==> src/rtl/bole_pkg.sv <==
// Package for the bounded ordered list engine.
// Holds field widths, command, status and cell operation codes and the cell command struct.
// Depends on nothing; every other file uses it.
`default_nettype none
package bole_pkg;

   localparam int CAPACITY  = 16;
   localparam int CNT_W     = $clog2(CAPACITY + 1);
   localparam int CMD_W     = 2;
   localparam int DATA_W    = 32;
   localparam int POS_W     = 6;
   localparam int STATUS_W  = 3;
   localparam int LEN_W     = 7;
   localparam int WIDE_W    = (CNT_W > POS_W) ? CNT_W : POS_W;

   typedef enum logic [CMD_W-1:0] {
      CMD_APPEND    = 2'd0,
      CMD_DEL_VALUE = 2'd1,
      CMD_DEL_POS   = 2'd2,
      CMD_DUMP      = 2'd3
   } cmd_type;

   typedef enum logic [STATUS_W-1:0] {
      ST_OK        = 3'd0,
      ST_EMPTY     = 3'd1,
      ST_NOT_FOUND = 3'd2,
      ST_RANGE     = 3'd3,
      ST_FULL      = 3'd4
   } status_type;

   typedef enum logic [1:0] {
      OP_HOLD,
      OP_APPEND,
      OP_ROTATE,
      OP_DROP
   } cell_op_type;

   typedef enum logic [1:0] {
      S_IDLE,
      S_DUMP,
      S_SCAN
   } state_type;

   typedef struct packed {
      cell_op_type              op;
      logic signed [DATA_W-1:0] wr_value;
   } cell_cmd_type;

endpackage
`default_nettype wire

==> src/rtl/bole_req_if.sv <==
// Request channel interface of the bounded ordered list engine.
// Carries valid, ready and the command payload; depends on bole_pkg.
`default_nettype none
interface bole_req_if;
   logic                                 valid;
   logic                                 ready;
   logic        [bole_pkg::CMD_W-1:0]    cmd;
   logic signed [bole_pkg::DATA_W-1:0]   item_value;
   logic        [bole_pkg::POS_W-1:0]    position;

   modport source (output valid, cmd, item_value, position, input ready);
   modport sink   (input valid, cmd, item_value, position, output ready);
endinterface
`default_nettype wire

==> src/rtl/bole_rsp_if.sv <==
// Response channel interface of the bounded ordered list engine.
// Carries valid, ready and the result payload; depends on bole_pkg.
`default_nettype none
interface bole_rsp_if;
   logic                                  valid;
   logic                                  ready;
   logic        [bole_pkg::STATUS_W-1:0]  status;
   logic signed [bole_pkg::DATA_W-1:0]    entry_value;
   logic                                  last;
   logic        [bole_pkg::LEN_W-1:0]     length;

   modport source (output valid, status, entry_value, last, length, input ready);
   modport sink   (input valid, status, entry_value, last, length, output ready);
endinterface
`default_nettype wire

==> src/rtl/bounded_ordered_list_engine.sv <==
// Top level of the bounded ordered list engine: sequencer plus a chain of list cells.
// Depends on bole_pkg, bole_req_if, bole_rsp_if, bole_cell and bole_ctrl.
//
// The list lives in a chain of CAPACITY cells with the head in the first cell. Append,
// and any command that ends in empty, full or out of range, is answered with one beat
// straight from the idle state, so such requests can follow one another every cycle
// while no beat is stalled. Delete by value or by position takes the request, then
// steps once per entry. A dump takes the request, then gives one beat per entry,
// one per cycle while no beat is stalled. In each step the chain rotates one entry
// past the head, where it is compared or sent out, and a deleted entry is simply not
// carried round. Results leave through a single output register. A beat waiting there
// stalls the dump or the final step of a delete, and the next request is taken in the
// cycle that the last beat of the current one leaves that register, or later.
`default_nettype none
module bounded_ordered_list_engine (
   input  wire logic   clock,
   input  wire logic   reset,
   bole_req_if.sink    req,
   bole_rsp_if.source  rsp
);
   import bole_pkg::*;

   cell_cmd_type             cell_cmd;
   logic [CNT_W-1:0]         count;
   logic [CAPACITY-1:0]      occ;
   logic [CAPACITY-1:0]      left_occ;
   logic [CAPACITY-1:0]      next_occ;
   logic signed [DATA_W-1:0] value      [CAPACITY];
   logic signed [DATA_W-1:0] next_value [CAPACITY];

   bole_ctrl u_ctrl (
      .clock      (clock),
      .reset      (reset),
      .req        (req),
      .rsp        (rsp),
      .head_value (value[0]),
      .cell_cmd   (cell_cmd),
      .count      (count)
   );

   for (genvar i = 0; i < CAPACITY; i++) begin : g_cell
      if (i == 0) begin : g_head
         assign left_occ[i] = 1'b1;
      end else begin : g_body
         assign left_occ[i] = occ[i-1];
      end
      if (i == CAPACITY - 1) begin : g_tail
         assign next_occ[i]   = 1'b0;
         assign next_value[i] = '0;
      end else begin : g_link
         assign next_occ[i]   = occ[i+1];
         assign next_value[i] = value[i+1];
      end

      bole_cell u_cell (
         .clock      (clock),
         .reset      (reset),
         .cmd        (cell_cmd),
         .left_occ   (left_occ[i]),
         .next_occ   (next_occ[i]),
         .next_value (next_value[i]),
         .head_value (value[0]),
         .occ        (occ[i]),
         .value      (value[i])
      );
   end

   a_occ_matches_count: assert property (@(posedge clock) disable iff (reset)
      $countones(occ) == int'(count))
      else $error("cell occupancy disagrees with entry count");

   a_occ_contiguous: assert property (@(posedge clock) disable iff (reset)
      (occ & (occ + CAPACITY'(1))) == '0)
      else $error("occupied cells are not a contiguous run from the head");

   a_no_accept_while_stalled: assert property (@(posedge clock) disable iff (reset)
      (rsp.valid && !rsp.ready) |-> !req.ready)
      else $error("request taken while a response beat is stalled");

   a_error_is_single_beat: assert property (@(posedge clock) disable iff (reset)
      (rsp.valid && rsp.status != ST_OK) |-> (rsp.last && rsp.entry_value == '0))
      else $error("error response is not a single final beat");
endmodule
`default_nettype wire

==> src/rtl/bole_cell.sv <==
// One cell of the list chain: a stored entry and its occupancy bit.
// Cells talk only to their neighbours and to the broadcast command and head value; depends on bole_pkg.
`default_nettype none
module bole_cell (
   input  wire logic                                clock,
   input  wire logic                                reset,
   input  wire bole_pkg::cell_cmd_type              cmd,
   input  wire logic                                left_occ,
   input  wire logic                                next_occ,
   input  wire logic signed [bole_pkg::DATA_W-1:0]  next_value,
   input  wire logic signed [bole_pkg::DATA_W-1:0]  head_value,
   output logic                                     occ,
   output logic signed [bole_pkg::DATA_W-1:0]       value
);
   import bole_pkg::*;

   logic                     occ_ff, occ_in;
   logic signed [DATA_W-1:0] value_ff, value_in;

   always_comb begin
      occ_in   = occ_ff;
      value_in = value_ff;
      case (cmd.op)
         OP_APPEND: begin
            if (!occ_ff && left_occ) begin
               occ_in   = 1'b1;
               value_in = cmd.wr_value;
            end
         end
         OP_ROTATE: begin
            if (occ_ff) begin
               value_in = next_occ ? next_value : head_value;
            end
         end
         OP_DROP: begin
            occ_in   = occ_ff & next_occ;
            value_in = next_value;
         end
         default: begin
            occ_in   = occ_ff;
            value_in = value_ff;
         end
      endcase
   end

   always_ff @(posedge clock) begin
      if (reset) begin
         occ_ff <= 1'b0;
      end else begin
         occ_ff <= occ_in;
      end
   end

   always_ff @(posedge clock) begin
      value_ff <= value_in;
   end

   assign occ   = occ_ff;
   assign value = value_ff;
endmodule
`default_nettype wire

==> src/rtl/bole_ctrl.sv <==
// Sequencer of the list engine: command decode, scan and dump stepping, entry count
// and the registered response stage. Depends on bole_pkg, bole_req_if and bole_rsp_if.
`default_nettype none
module bole_ctrl (
   input  wire logic                                clock,
   input  wire logic                                reset,
   bole_req_if.sink                                 req,
   bole_rsp_if.source                               rsp,
   input  wire logic signed [bole_pkg::DATA_W-1:0]  head_value,
   output bole_pkg::cell_cmd_type                   cell_cmd,
   output logic [bole_pkg::CNT_W-1:0]               count
);
   import bole_pkg::*;

   state_type                state_ff, state_in;
   logic [CNT_W-1:0]         count_ff, count_in;
   logic [CNT_W-1:0]         step_ff, step_in;
   logic [CNT_W-1:0]         limit_ff, limit_in;
   logic                     found_ff, found_in;
   logic signed [DATA_W-1:0] key_ff, key_in;
   logic [CNT_W-1:0]         pos_ff, pos_in;
   cmd_type                  kind_ff, kind_in;

   logic                     rsp_valid_ff, rsp_valid_in;
   status_type               rsp_status_ff, rsp_status_in;
   logic signed [DATA_W-1:0] rsp_value_ff, rsp_value_in;
   logic                     rsp_last_ff, rsp_last_in;
   logic [LEN_W-1:0]         rsp_len_ff, rsp_len_in;

   logic                     out_free;
   logic                     step_last;
   logic                     accept;
   logic                     hit;
   logic                     advance;
   logic                     load;
   cmd_type                  req_cmd;

   assign out_free  = !rsp_valid_ff || rsp.ready;
   assign step_last = (step_ff == (limit_ff - CNT_W'(1)));
   assign req_cmd   = cmd_type'(req.cmd);
   assign accept    = (state_ff == S_IDLE) && req.valid && out_free;
   assign hit       = !found_ff && ((kind_ff == CMD_DEL_VALUE) ? (head_value == key_ff)
                                                               : (step_ff == pos_ff));
   assign advance   = !step_last || out_free;

   always_comb begin
      state_in = state_ff;
      case (state_ff)
         S_IDLE: begin
            if (accept && (count_ff != '0)) begin
               if (req_cmd == CMD_DUMP) begin
                  state_in = S_DUMP;
               end else if (req_cmd == CMD_DEL_VALUE) begin
                  state_in = S_SCAN;
               end else if (req_cmd == CMD_DEL_POS &&
                            WIDE_W'(req.position) < WIDE_W'(count_ff)) begin
                  state_in = S_SCAN;
               end
            end
         end
         S_DUMP: begin
            if (out_free && step_last) begin
               state_in = S_IDLE;
            end
         end
         S_SCAN: begin
            if (advance && step_last) begin
               state_in = S_IDLE;
            end
         end
         default: begin
            state_in = S_IDLE;
         end
      endcase
   end

   always_comb begin
      req.ready         = 1'b0;
      cell_cmd.op       = OP_HOLD;
      cell_cmd.wr_value = req.item_value;
      count_in          = count_ff;
      step_in           = step_ff;
      limit_in          = limit_ff;
      found_in          = found_ff;
      key_in            = key_ff;
      pos_in            = pos_ff;
      kind_in           = kind_ff;
      load              = 1'b0;
      rsp_status_in     = ST_OK;
      rsp_value_in      = '0;
      rsp_last_in       = 1'b1;
      case (state_ff)
         S_IDLE: begin
            req.ready = out_free;
            if (accept) begin
               step_in  = '0;
               limit_in = count_ff;
               found_in = 1'b0;
               key_in   = req.item_value;
               pos_in   = CNT_W'(req.position);
               kind_in  = req_cmd;
               case (req_cmd)
                  CMD_APPEND: begin
                     load = 1'b1;
                     if (count_ff == CNT_W'(CAPACITY)) begin
                        rsp_status_in = ST_FULL;
                     end else begin
                        cell_cmd.op = OP_APPEND;
                        count_in    = count_ff + CNT_W'(1);
                     end
                  end
                  CMD_DUMP: begin
                     if (count_ff == '0) begin
                        load          = 1'b1;
                        rsp_status_in = ST_EMPTY;
                     end
                  end
                  default: begin
                     if (count_ff == '0) begin
                        load          = 1'b1;
                        rsp_status_in = ST_EMPTY;
                     end else if (req_cmd == CMD_DEL_POS &&
                                  WIDE_W'(req.position) >= WIDE_W'(count_ff)) begin
                        load          = 1'b1;
                        rsp_status_in = ST_RANGE;
                     end
                  end
               endcase
            end
         end
         S_DUMP: begin
            if (out_free) begin
               load         = 1'b1;
               rsp_value_in = head_value;
               rsp_last_in  = step_last;
               cell_cmd.op  = OP_ROTATE;
               step_in      = step_ff + CNT_W'(1);
            end
         end
         S_SCAN: begin
            if (advance) begin
               cell_cmd.op = hit ? OP_DROP : OP_ROTATE;
               step_in     = step_ff + CNT_W'(1);
               found_in    = found_ff | hit;
               if (hit) begin
                  count_in = count_ff - CNT_W'(1);
               end
               if (step_last) begin
                  load          = 1'b1;
                  rsp_status_in = found_in ? ST_OK : ST_NOT_FOUND;
               end
            end
         end
         default: begin
            req.ready = 1'b0;
         end
      endcase
   end

   assign rsp_len_in   = LEN_W'(count_in);
   assign rsp_valid_in = load || (rsp_valid_ff && !rsp.ready);

   always_ff @(posedge clock) begin
      if (reset) begin
         state_ff     <= S_IDLE;
         count_ff     <= '0;
         rsp_valid_ff <= 1'b0;
      end else begin
         state_ff     <= state_in;
         count_ff     <= count_in;
         rsp_valid_ff <= rsp_valid_in;
      end
   end

   always_ff @(posedge clock) begin
      step_ff  <= step_in;
      limit_ff <= limit_in;
      found_ff <= found_in;
      key_ff   <= key_in;
      pos_ff   <= pos_in;
      kind_ff  <= kind_in;
      if (load) begin
         rsp_status_ff <= rsp_status_in;
         rsp_value_ff  <= rsp_value_in;
         rsp_last_ff   <= rsp_last_in;
         rsp_len_ff    <= rsp_len_in;
      end
   end

   assign rsp.valid       = rsp_valid_ff;
   assign rsp.status      = rsp_status_ff;
   assign rsp.entry_value = rsp_value_ff;
   assign rsp.last        = rsp_last_ff;
   assign rsp.length      = rsp_len_ff;
   assign count           = count_ff;
endmodule
`default_nettype wire
==> src/flat_wrapper.sv <==
// flat-port wrapper written by rule: the top's interface ports become plain ports
module bounded_ordered_list_engine_flat import bole_pkg::*;
  (clock, reset, req_valid, req_cmd, req_item_value, req_position, req_ready, rsp_valid, rsp_status, rsp_entry_value, rsp_last, rsp_length, rsp_ready);
  bole_req_if req_i ();
  bole_rsp_if rsp_i ();
  input  wire logic clock;
  input  wire logic reset;
  input wire logic [$bits(req_i.valid)-1:0] req_valid;
  input wire logic [$bits(req_i.cmd)-1:0] req_cmd;
  input wire logic [$bits(req_i.item_value)-1:0] req_item_value;
  input wire logic [$bits(req_i.position)-1:0] req_position;
  output wire logic [$bits(req_i.ready)-1:0] req_ready;
  output wire logic [$bits(rsp_i.valid)-1:0] rsp_valid;
  output wire logic [$bits(rsp_i.status)-1:0] rsp_status;
  output wire logic [$bits(rsp_i.entry_value)-1:0] rsp_entry_value;
  output wire logic [$bits(rsp_i.last)-1:0] rsp_last;
  output wire logic [$bits(rsp_i.length)-1:0] rsp_length;
  input wire logic [$bits(rsp_i.ready)-1:0] rsp_ready;
  assign req_i.valid = req_valid;
  assign req_i.cmd = req_cmd;
  assign req_i.item_value = req_item_value;
  assign req_i.position = req_position;
  assign req_ready = req_i.ready;
  assign rsp_valid = rsp_i.valid;
  assign rsp_status = rsp_i.status;
  assign rsp_entry_value = rsp_i.entry_value;
  assign rsp_last = rsp_i.last;
  assign rsp_length = rsp_i.length;
  assign rsp_i.ready = rsp_ready;
  bounded_ordered_list_engine u_core (.clock(clock), .reset(reset), .req(req_i), .rsp(rsp_i));
endmodule
==> config.mk <==
export PLATFORM = sky130hd
export DESIGN_NAME = bounded_ordered_list_engine_flat
export DESIGN_NICKNAME = d
export VERILOG_FILES = /design/src/rtl/bole_pkg.sv /design/src/rtl/bole_req_if.sv /design/src/rtl/bole_rsp_if.sv /design/src/rtl/bounded_ordered_list_engine.sv /design/src/rtl/bole_cell.sv /design/src/rtl/bole_ctrl.sv /design/src/flat_wrapper.sv
export SDC_FILE = /design/constraint.sdc
export NUM_CORES = 1
export LEC_CHECK = 0
export ABC_CLOCK_PERIOD_IN_PS = 7050
export BUFFER_PORTS_ARGS = -buffer_cell sky130_fd_sc_hd__buf_4
export CAP_MARGIN = 10
export CELL_PAD_IN_SITES_DETAIL_PLACEMENT = 1
export CELL_PAD_IN_SITES_GLOBAL_PLACEMENT = 2
export CORE_MARGIN = 5
export CORE_UTILIZATION = 30
export DETAILED_ROUTE_END_ITERATION = 10
export GPL_TIMING_DRIVEN = 0
export PLACE_DENSITY = 0.56
export REMOVE_ABC_BUFFERS = 1
export SLEW_MARGIN = 0
export SYNTH_ARGS = -nofsm -noshare
export SYNTH_HDL_FRONTEND = slang
export SYNTH_HIERARCHICAL = 1
export SYNTH_SLANG_ARGS = --single-unit
==> constraint.sdc <==
create_clock -name clock -period 7.05 [get_ports clock]
set_clock_uncertainty 0.15 [all_clocks]
set_input_delay 0.3525 -clock clock [delete_from_list [all_inputs] [get_ports clock]]
set_output_delay 0.3525 -clock clock [all_outputs]
set_load 0.005 [all_outputs]
==> flow_metrics.tcl, run 1 <==
set metrics [dict create \
    clk_path_buf_depth 3 \
    syn_inst 3402 \
    ir_worst_vdd_mv 0.1922 \
    grt_max_degree 72 \
    fp-row-count 125 \
    drc 0 \
    area_delta_synth_final_pct 14.97 \
    yosysSeqAreaShare 0.5267 \
    cts_inserted_buffers 81 \
    grtUsageTotal 0.1817 \
    port_buffers 86 \
    path_cells "xnor2_1 -> nand4_1 -> nor3_1 -> nand4b_2 -> a21oi_1 -> a21oi_1 -> nor2_4 -> buf_12 -> buf_12 -> buf_12 -> o22a_2 -> buf_12" \
    period_share 0.8547 \
    ys_ff_latch 627 \
    timing.final.max_slew_violations 0 \
    synth_edf_count 603 \
    r2r-end "u_core/g_cell[14].u_cell/value[29]$_DFFE_PP_" \
    layoutNonFillerInstCount 4926 \
    die_h_um 353.0 \
    avgSynthCellArea_um2 10.37 \
    synth.largest_area_cell "edfxtp_1" \
    ys_warn_count 6 \
    endpoint_kind "flip-flop" \
    synth_top_area_frac 0.5131 \
    drv_cap 0 \
    gp_congestion 0.7282 \
    core_area_um2 116500 \
    via_per_inst 5.516 \
    outcome "finished clean" \
    fillers 12654 \
    postCtsResizedCells 0 \
    grt_pass1_vias 27601 \
    start_kind "flip-flop" \
    post-route-util 0.3482 \
    regArea_um2 18640 \
    path_depth 12 \
    ys_types 65 \
    cts_tree "done" \
    cts_sinks 627 \
    hold_violations 0 \
    post_cts_buffers 0 \
    final_layout_size_suffix_gt1_frac 0.1134 \
    hold_buffers 40 \
    fmax_mhz 166.0 \
    start_util 0.3029 \
    rr_worst_depth 12 \
    root_buffer "clkbuf_16" \
    setup_viol 0 \
    hp-class "in -> reg" \
    path_common_cell "buf_12" \
    crit_required_ns 7.23 \
    tns_ns 0 \
    hpwl_mm 64.41 \
    synthTopCellsByArea "edfxtp_1 (51%), or3b_1 (11%), a31oi_1 (9.1%), o21ai_0 (7.3%), nor2_1 (5.6%)" \
    rsz0062_at_grt "no" \
    tightest_slew_ns 1.232 \
    cp_num_buf_inv 4 \
    power_density_nw_per_um2 313.4 \
    vias 27170 \
    p_leak_nw 13.80 \
    pin_count 89 \
    stdcell_area_um2 40570 \
    place_inst 4735 \
    drtAntennaViolNets 0 \
    first_pass_iters 5 \
    layout.nets 3396 \
    synthArstFlopShare 0 \
    drtIter0Drc 1674 \
    grt_overflow_total 0 \
    relSlewSlack 0.1724 \
    ys.flop_type "edfxtp_1" \
    grt_pass1_wl_mm 177.4 \
    r2r_slack_ns 1.02 \
    hold_path_end "u_core/u_ctrl/found_ff$_SDFFCE_PN0P_" \
    wl_mm 116.9 \
    placed_cell_area_um2 37730 \
    clock_latency_ns 0.66 \
    cp_top_family "simple AND/OR/NAND/NOR gates" \
    antenna_found_initial 7 \
    multiInputGateArea_um2 14860 \
    worstReg2RegStart "u_core/g_cell[0].u_cell/value[11]$_DFFE_PP_" \
    routedWlPerCell_um 23.74 \
    post-route-min-period_ns 6.026 \
    hold_start "req_valid" \
    critPathMaxFanout 46 \
    slowest_delay_ns 0.96 \
    h-tree-depth 3 \
    cpMaxStageDelayCell "nor3_1" \
    die-area_um2 124600 \
    cts.clk_slew.worst_paths_ns 0.06 \
    netlist_area_um2 35290 \
    whs_path_depth 3 \
    power.total_w 0.01272 \
    dieWidth_um 353.0 \
    crit_type "reg -> reg" \
    arrival_ns 6.21 \
]
==> metrics by stage <==
step	setup slack, ns	hold slack (ns)
detailed placement	1.066	0.3813
global placement	-54.51	0.3592
finish	1.024	0.2035
floorplan	-36.04	0.2716
global route	0.7484	0.2225
CTS	1.062	0.1695
==> cells by family after synthesis <==
group                    synth area share
flip-flops                         0.5267
AO/OA/AOI/OAI                      0.1864
multiplexers                    0.0008509
adder cells (fa/ha/maj)          0.006382
buffers and inverters             0.06038
AND/OR/NAND/NOR                    0.2071
other                           0.0003191
XOR/XNOR                          0.01191
==> cell type report <==
cell class | count | area share
antenna | 8 | 0.0004934
multi-input combinational | 2395 | 0.3662
clock inverter | 31 | 0.004996
tap | 1524 | 0.04700
clock buffer | 112 | 0.05462
timing repair buffer | 196 | 0.06402
inverter | 33 | 0.003115
sequential | 627 | 0.4595
==> power by group <==
| group | switching (W) | internal, W | total [W] |
|---|---|---|---|
| registers | 0.000182 | 0.00475 | 0.00493 |
| logic | 0.00229 | 0.00157 | 0.00386 |
| clock network | 0.00167 | 0.00226 | 0.00393 |
| total | 0.00414 | 0.00857 | 0.0127 |
==> metal layers <==
metal  GRT usage  wire length (µm)
met1      0.2489             54940
met2      0.3087             56000
met3     0.02364              3705
met4     0.03922              2279
met5           0                13
==> cell usage in the layout, fill, tap and decap left out, types with 17 or more instances in the layout <==
master,count
edfxtp_1,603
nor2_1,521
o21ai_0,517
a31oi_1,515
or3b_1,448
buf_4,86
clkbuf_16,83
or3b_2,64
buf_12,50
xnor2_1,43
dlygate4sd3_1,40
conb_1,38
and3_1,34
inv_1,32
clkbuf_1,26
a21oi_1,25
nor2b_1,22
buf_16,20
nand2_1,17
ha_1,17
==> worst min-delay path, cell delays in order <==
cell	delay (ns)
buf_4	0.11
nand3_1	0.22
o21ai_0	0.17
==> worst max path at each step <==
stage | startpoint | to | slack (ns)
finish | u_core/g_cell[0].u_cell/value[11]$_DFFE_PP_ | u_core/g_cell[14].u_cell/value[29]$_DFFE_PP_ | 1.02
global route | u_core/g_cell[0].u_cell/value[11]$_DFFE_PP_ | u_core/g_cell[14].u_cell/value[17]$_DFFE_PP_ | 0.75
CTS | u_core/g_cell[0].u_cell/value[11]$_DFFE_PP_ | u_core/g_cell[14].u_cell/value[17]$_DFFE_PP_ | 1.06
detailed placement | u_core/g_cell[0].u_cell/value[11]$_DFFE_PP_ | u_core/g_cell[14].u_cell/value[26]$_DFFE_PP_ | 1.07
global placement | rsp_ready | u_core/g_cell[15].u_cell/occ$_SDFFE_PP0P_ | -54.51
floorplan | u_core/u_ctrl/limit_ff[0]$_DFFE_PP_ | u_core/g_cell[0].u_cell/occ$_SDFFE_PP0P_ | -36.04
==> flip-flops by register name, summed over array words and instances (netlist names) <==
name	flops
u_core/u_ctrl/rsp.entry_value	32
u_core/u_ctrl/rsp.last	1
u_core/u_ctrl/count	5
u_core/u_ctrl/kind_ff	2
u_core/u_ctrl/rsp.status	3
u_core/u_ctrl/limit_ff	5
u_core/u_ctrl/pos_ff	5
u_core/u_ctrl/rsp.length	5
u_core/u_ctrl/key_ff	32
u_core/u_ctrl/step_ff	5
u_core/g_cell.u_cell/value	512
u_core/u_ctrl/found_ff	1
u_core/g_cell.u_cell/occ	16
u_core/u_ctrl/state_ff	2
u_core/u_ctrl/rsp.valid	1
==> cell usage after synthesis (all sizes together), types with 5 or more instances <==
cell type,number
a21oi,26
nand4,9
nor2b,22
ha,18
nand3,11
edfxtp,603
a2111oi,16
nand2,17
inv,33
buf,132
clkbuf,250
xnor2,43
a211oi,6
and3b,16
or3b,512
xor2,5
dfxtp,24
o22a,16
a31oi,516
nor2,523
o21ai,517
and3,34
Power figures use the tool's default switching activity.
==> run 2: changes to the inputs <==
ABC_AREA = 1   (was not set)
PLACE_DENSITY = 0.59   (was 0.56)
==> run 2 against run 1 <==
Effect of this change: clock-buffer cell count is 2 lower; sequential share of layout area is 3.0 points lower; die area is 5.6% higher; combinational power is 28% higher; synthesized cell count is 21% higher; wire length is 33% higher.
==> flow_metrics.tcl, run 2 <==
set metrics [dict create \
    clock_latency_ns 0.65 \
    syn_inst 4110 \
    synthArstFlopShare 0 \
    die_h_um 362.6 \
    timing.final.max_slew_violations 0 \
    yosys-top-cells-count "nand2_1 (1243), edfxtp_1 (603), nand3_1 (515), o211ai_1 (433), or2_2 (355)" \
    hold_buffers 16 \
    fmax_mhz 190.0 \
    power.total_w 0.01461 \
    dieWidth_um 362.6 \
    crit_required_ns 7.36 \
    wl_mm 155.4 \
    rsz0062_at_grt "no" \
    hpwl_mm 98.79 \
    hold_path_end "u_core/u_ctrl/key_ff[26]$_DFFE_PP_" \
    grt_pass1_wl_mm 224.9 \
    post_cts_buffers 0 \
    antenna_found_initial 24 \
    ir_worst_vdd_mv 0.2088 \
    synth_top_area_frac 0.4854 \
    yosysMostFrequentCell "nand2_1" \
    pin_count 89 \
    layoutNonFillerInstCount 5864 \
    cts_sinks 627 \
    crit_type "reg -> reg" \
    via_per_inst 5.238 \
    tns_ns 0 \
    synth.largest_area_cell "edfxtp_1" \
    vias 30716 \
    start_kind "flip-flop" \
    ys_types 40 \
    fp-row-count 129 \
    root_buffer "clkbuf_16" \
    worstReg2RegStart "u_core/g_cell[0].u_cell/value[2]$_DFFE_PP_" \
    hold_violations 0 \
    final_common_cell "nand2_1" \
    place_inst 5684 \
    cts_tree "done" \
    r2r-end "u_core/g_cell[9].u_cell/value[30]$_DFFE_PP_" \
    largest_reg_flops 512 \
    routedWlPerCell_um 26.50 \
    grt_pass1_vias 30618 \
    core_area_um2 123600 \
    setup_ws_ns 1.788 \
    grt_overflow_total 0 \
    ys.flop_type "edfxtp_1" \
    tightest_slew_ns 1.359 \
    start_util 0.3017 \
    layout.nets 4214 \
    endpoint_kind "flip-flop" \
    outcome "finished clean" \
    critPathMaxFanout 32 \
    postCtsResizedCells 0 \
    drtAntennaViolNets 0 \
    drc 0 \
    synthTopCellsByArea "edfxtp_1 (49%), nand2_1 (13%), o211ai_1 (8.7%), nand3_1 (6.9%), or2_2 (6.0%)" \
    port_buffers 86 \
    clk_path_buf_depth 3 \
    p_leak_nw 16.59 \
    layout_common_cells "nand2_1 (1243), edfxtp_1 (603), nand3_1 (515)" \
    drtIter0Drc 2131 \
    hold_start "req_item_value[26]" \
    cts_inserted_buffers 81 \
    rr_worst_depth 20 \
    dp_slack_ns 1.803 \
    period_share 0.7464 \
    post-route-min-period_ns 5.262 \
    netlist_area_um2 37310 \
    die-area_um2 131500 \
    relSlewSlack 0.09410 \
    whs_path_depth 1 \
    r2r_slack_ns 1.79 \
    ys_ff_latch 627 \
    arrival_ns 5.57 \
    grtUsageTotal 0.2312 \
    setup_viol 0 \
    first_pass_iters 5 \
    synth_edf_count 603 \
    ys_warn_count 6 \
    area_delta_synth_final_pct 15.96 \
    gp_congestion 0.7650 \
    power_density_nw_per_um2 337.7 \
    post-route-util 0.3499 \
    fillers 14130 \
    final_layout_size_suffix_gt1_frac 0.1943 \
    cts.clk_slew.worst_paths_ns 0.06 \
    avgSynthCellArea_um2 9.077 \
    h-tree-depth 3 \
    drv_cap 0 \
    hp-class "in -> reg" \
    grt_max_degree 50 \
    yosysSeqAreaShare 0.4982 \
]
-- run 2: cell types whose count changed after synthesis, moves of 95 or more --
cell and delta:
o211ai_1 +433, inv_1 +104, buf_4 +95, nand3_1 +504, nor2_1 -452, nand2_1 +1226, o21ai_0 -509, or2_2 +355
a31oi_1 -516, clkbuf_1 -151, or3b_1 -448, or2_1 +159
-- run 2: report_power, final --
part	internal, W	switching [W]
Sequential	0.00489	0.000371
Clock	0.00266	0.00173
Combinational	0.00164	0.00332
Total	0.00919	0.00542
-- run 2: metrics by stage --
stage | cell area [µm²] | hold WS [ns]
CTS | 43090 | 0.001497
global placement | 38630 | 0.3821
global route | 43240 | 0.01901
floorplan | 35940 | 0.2716
detailed placement | 40180 | 0.3726
finish | 43260 | 0.04339
-- run 2: cell families (layout without fill, tap and decap cells) --
group	Yosys count	in the layout	synth area share
other	3	81	0.0003018
and+or+nand+nor	2412	2412	0.3051
xor gates and xnor gates	20	20	0.004695
DFF	627	627	0.4982
adders and majority gates	18	18	0.006037
AOI/OAI and AO/OA	578	578	0.1243
buffers and inverters	452	491	0.06127
-- run 2: layout make-up --
cell class | instances | area [µm²] | area share
antenna | 7 | 17.52 | 0.0004049
clock buffer | 110 | 2271 | 0.05249
clock inverter | 41 | 479.2 | 0.01108
inverter | 174 | 655.6 | 0.01516
multi-input combinational | 3102 | 16730 | 0.3867
sequential | 627 | 18590 | 0.4298
tap | 1637 | 2048 | 0.04734
timing repair buffer | 166 | 2470 | 0.05709
-- run 2: routing by layer --
| layer | GRT usage | routed length [µm] | vias to the layer above |
|---|---|---|---|
| met1 | 0.3186 | 70520 | 15564 |
| li1 | - | - | 14350 |
| met3 | 0.02636 | 6977 | 155 |
| met2 | 0.3880 | 74050 | 647 |
| met4 | 0.05960 | 3857 | 0 |
| met5 | 0 | 0 | - |
-- run 2: worst max-delay path, stage by stage (launching register included) --
cell and delay (ns):
edfxtp_1 1.19, inv_1 0.15, nand2_1 0.13, nand2_1 0.15, inv_1 0.09, nand2_1 0.08
nor2_1 0.09, nand2_1 0.05, nor2_1 0.24, nand3_1 0.17, nand2_2 0.16, nand2_4 0.09
inv_2 0.07, nand2_1 0.09, a21oi_4 0.65, buf_16 0.25, buf_12 0.20, nand2_1 0.11
inv_2 0.59, nand2_1 0.10, nand3_1 0.19
-- run 2: worst max-delay path by stage --
stage	start	to	slack, ns	cells past startpoint
after floorplan	u_core/u_ctrl/limit_ff[0]$_DFFE_PP_	u_core/g_cell[0].u_cell/value[0]$_DFFE_PP_	0.39	16
after global placement	u_core/g_cell[0].u_cell/value[2]$_DFFE_PP_	u_core/g_cell[9].u_cell/value[3]$_DFFE_PP_	-5.71	17
after detailed placement	u_core/g_cell[0].u_cell/value[2]$_DFFE_PP_	u_core/g_cell[9].u_cell/value[30]$_DFFE_PP_	1.80	20
after CTS	u_core/g_cell[0].u_cell/value[2]$_DFFE_PP_	u_core/g_cell[9].u_cell/value[30]$_DFFE_PP_	1.76	20
after global routing	u_core/g_cell[0].u_cell/value[2]$_DFFE_PP_	u_core/g_cell[7].u_cell/value[23]$_DFFE_PP_	1.47	20
final	u_core/g_cell[0].u_cell/value[2]$_DFFE_PP_	u_core/g_cell[9].u_cell/value[30]$_DFFE_PP_	1.79	20
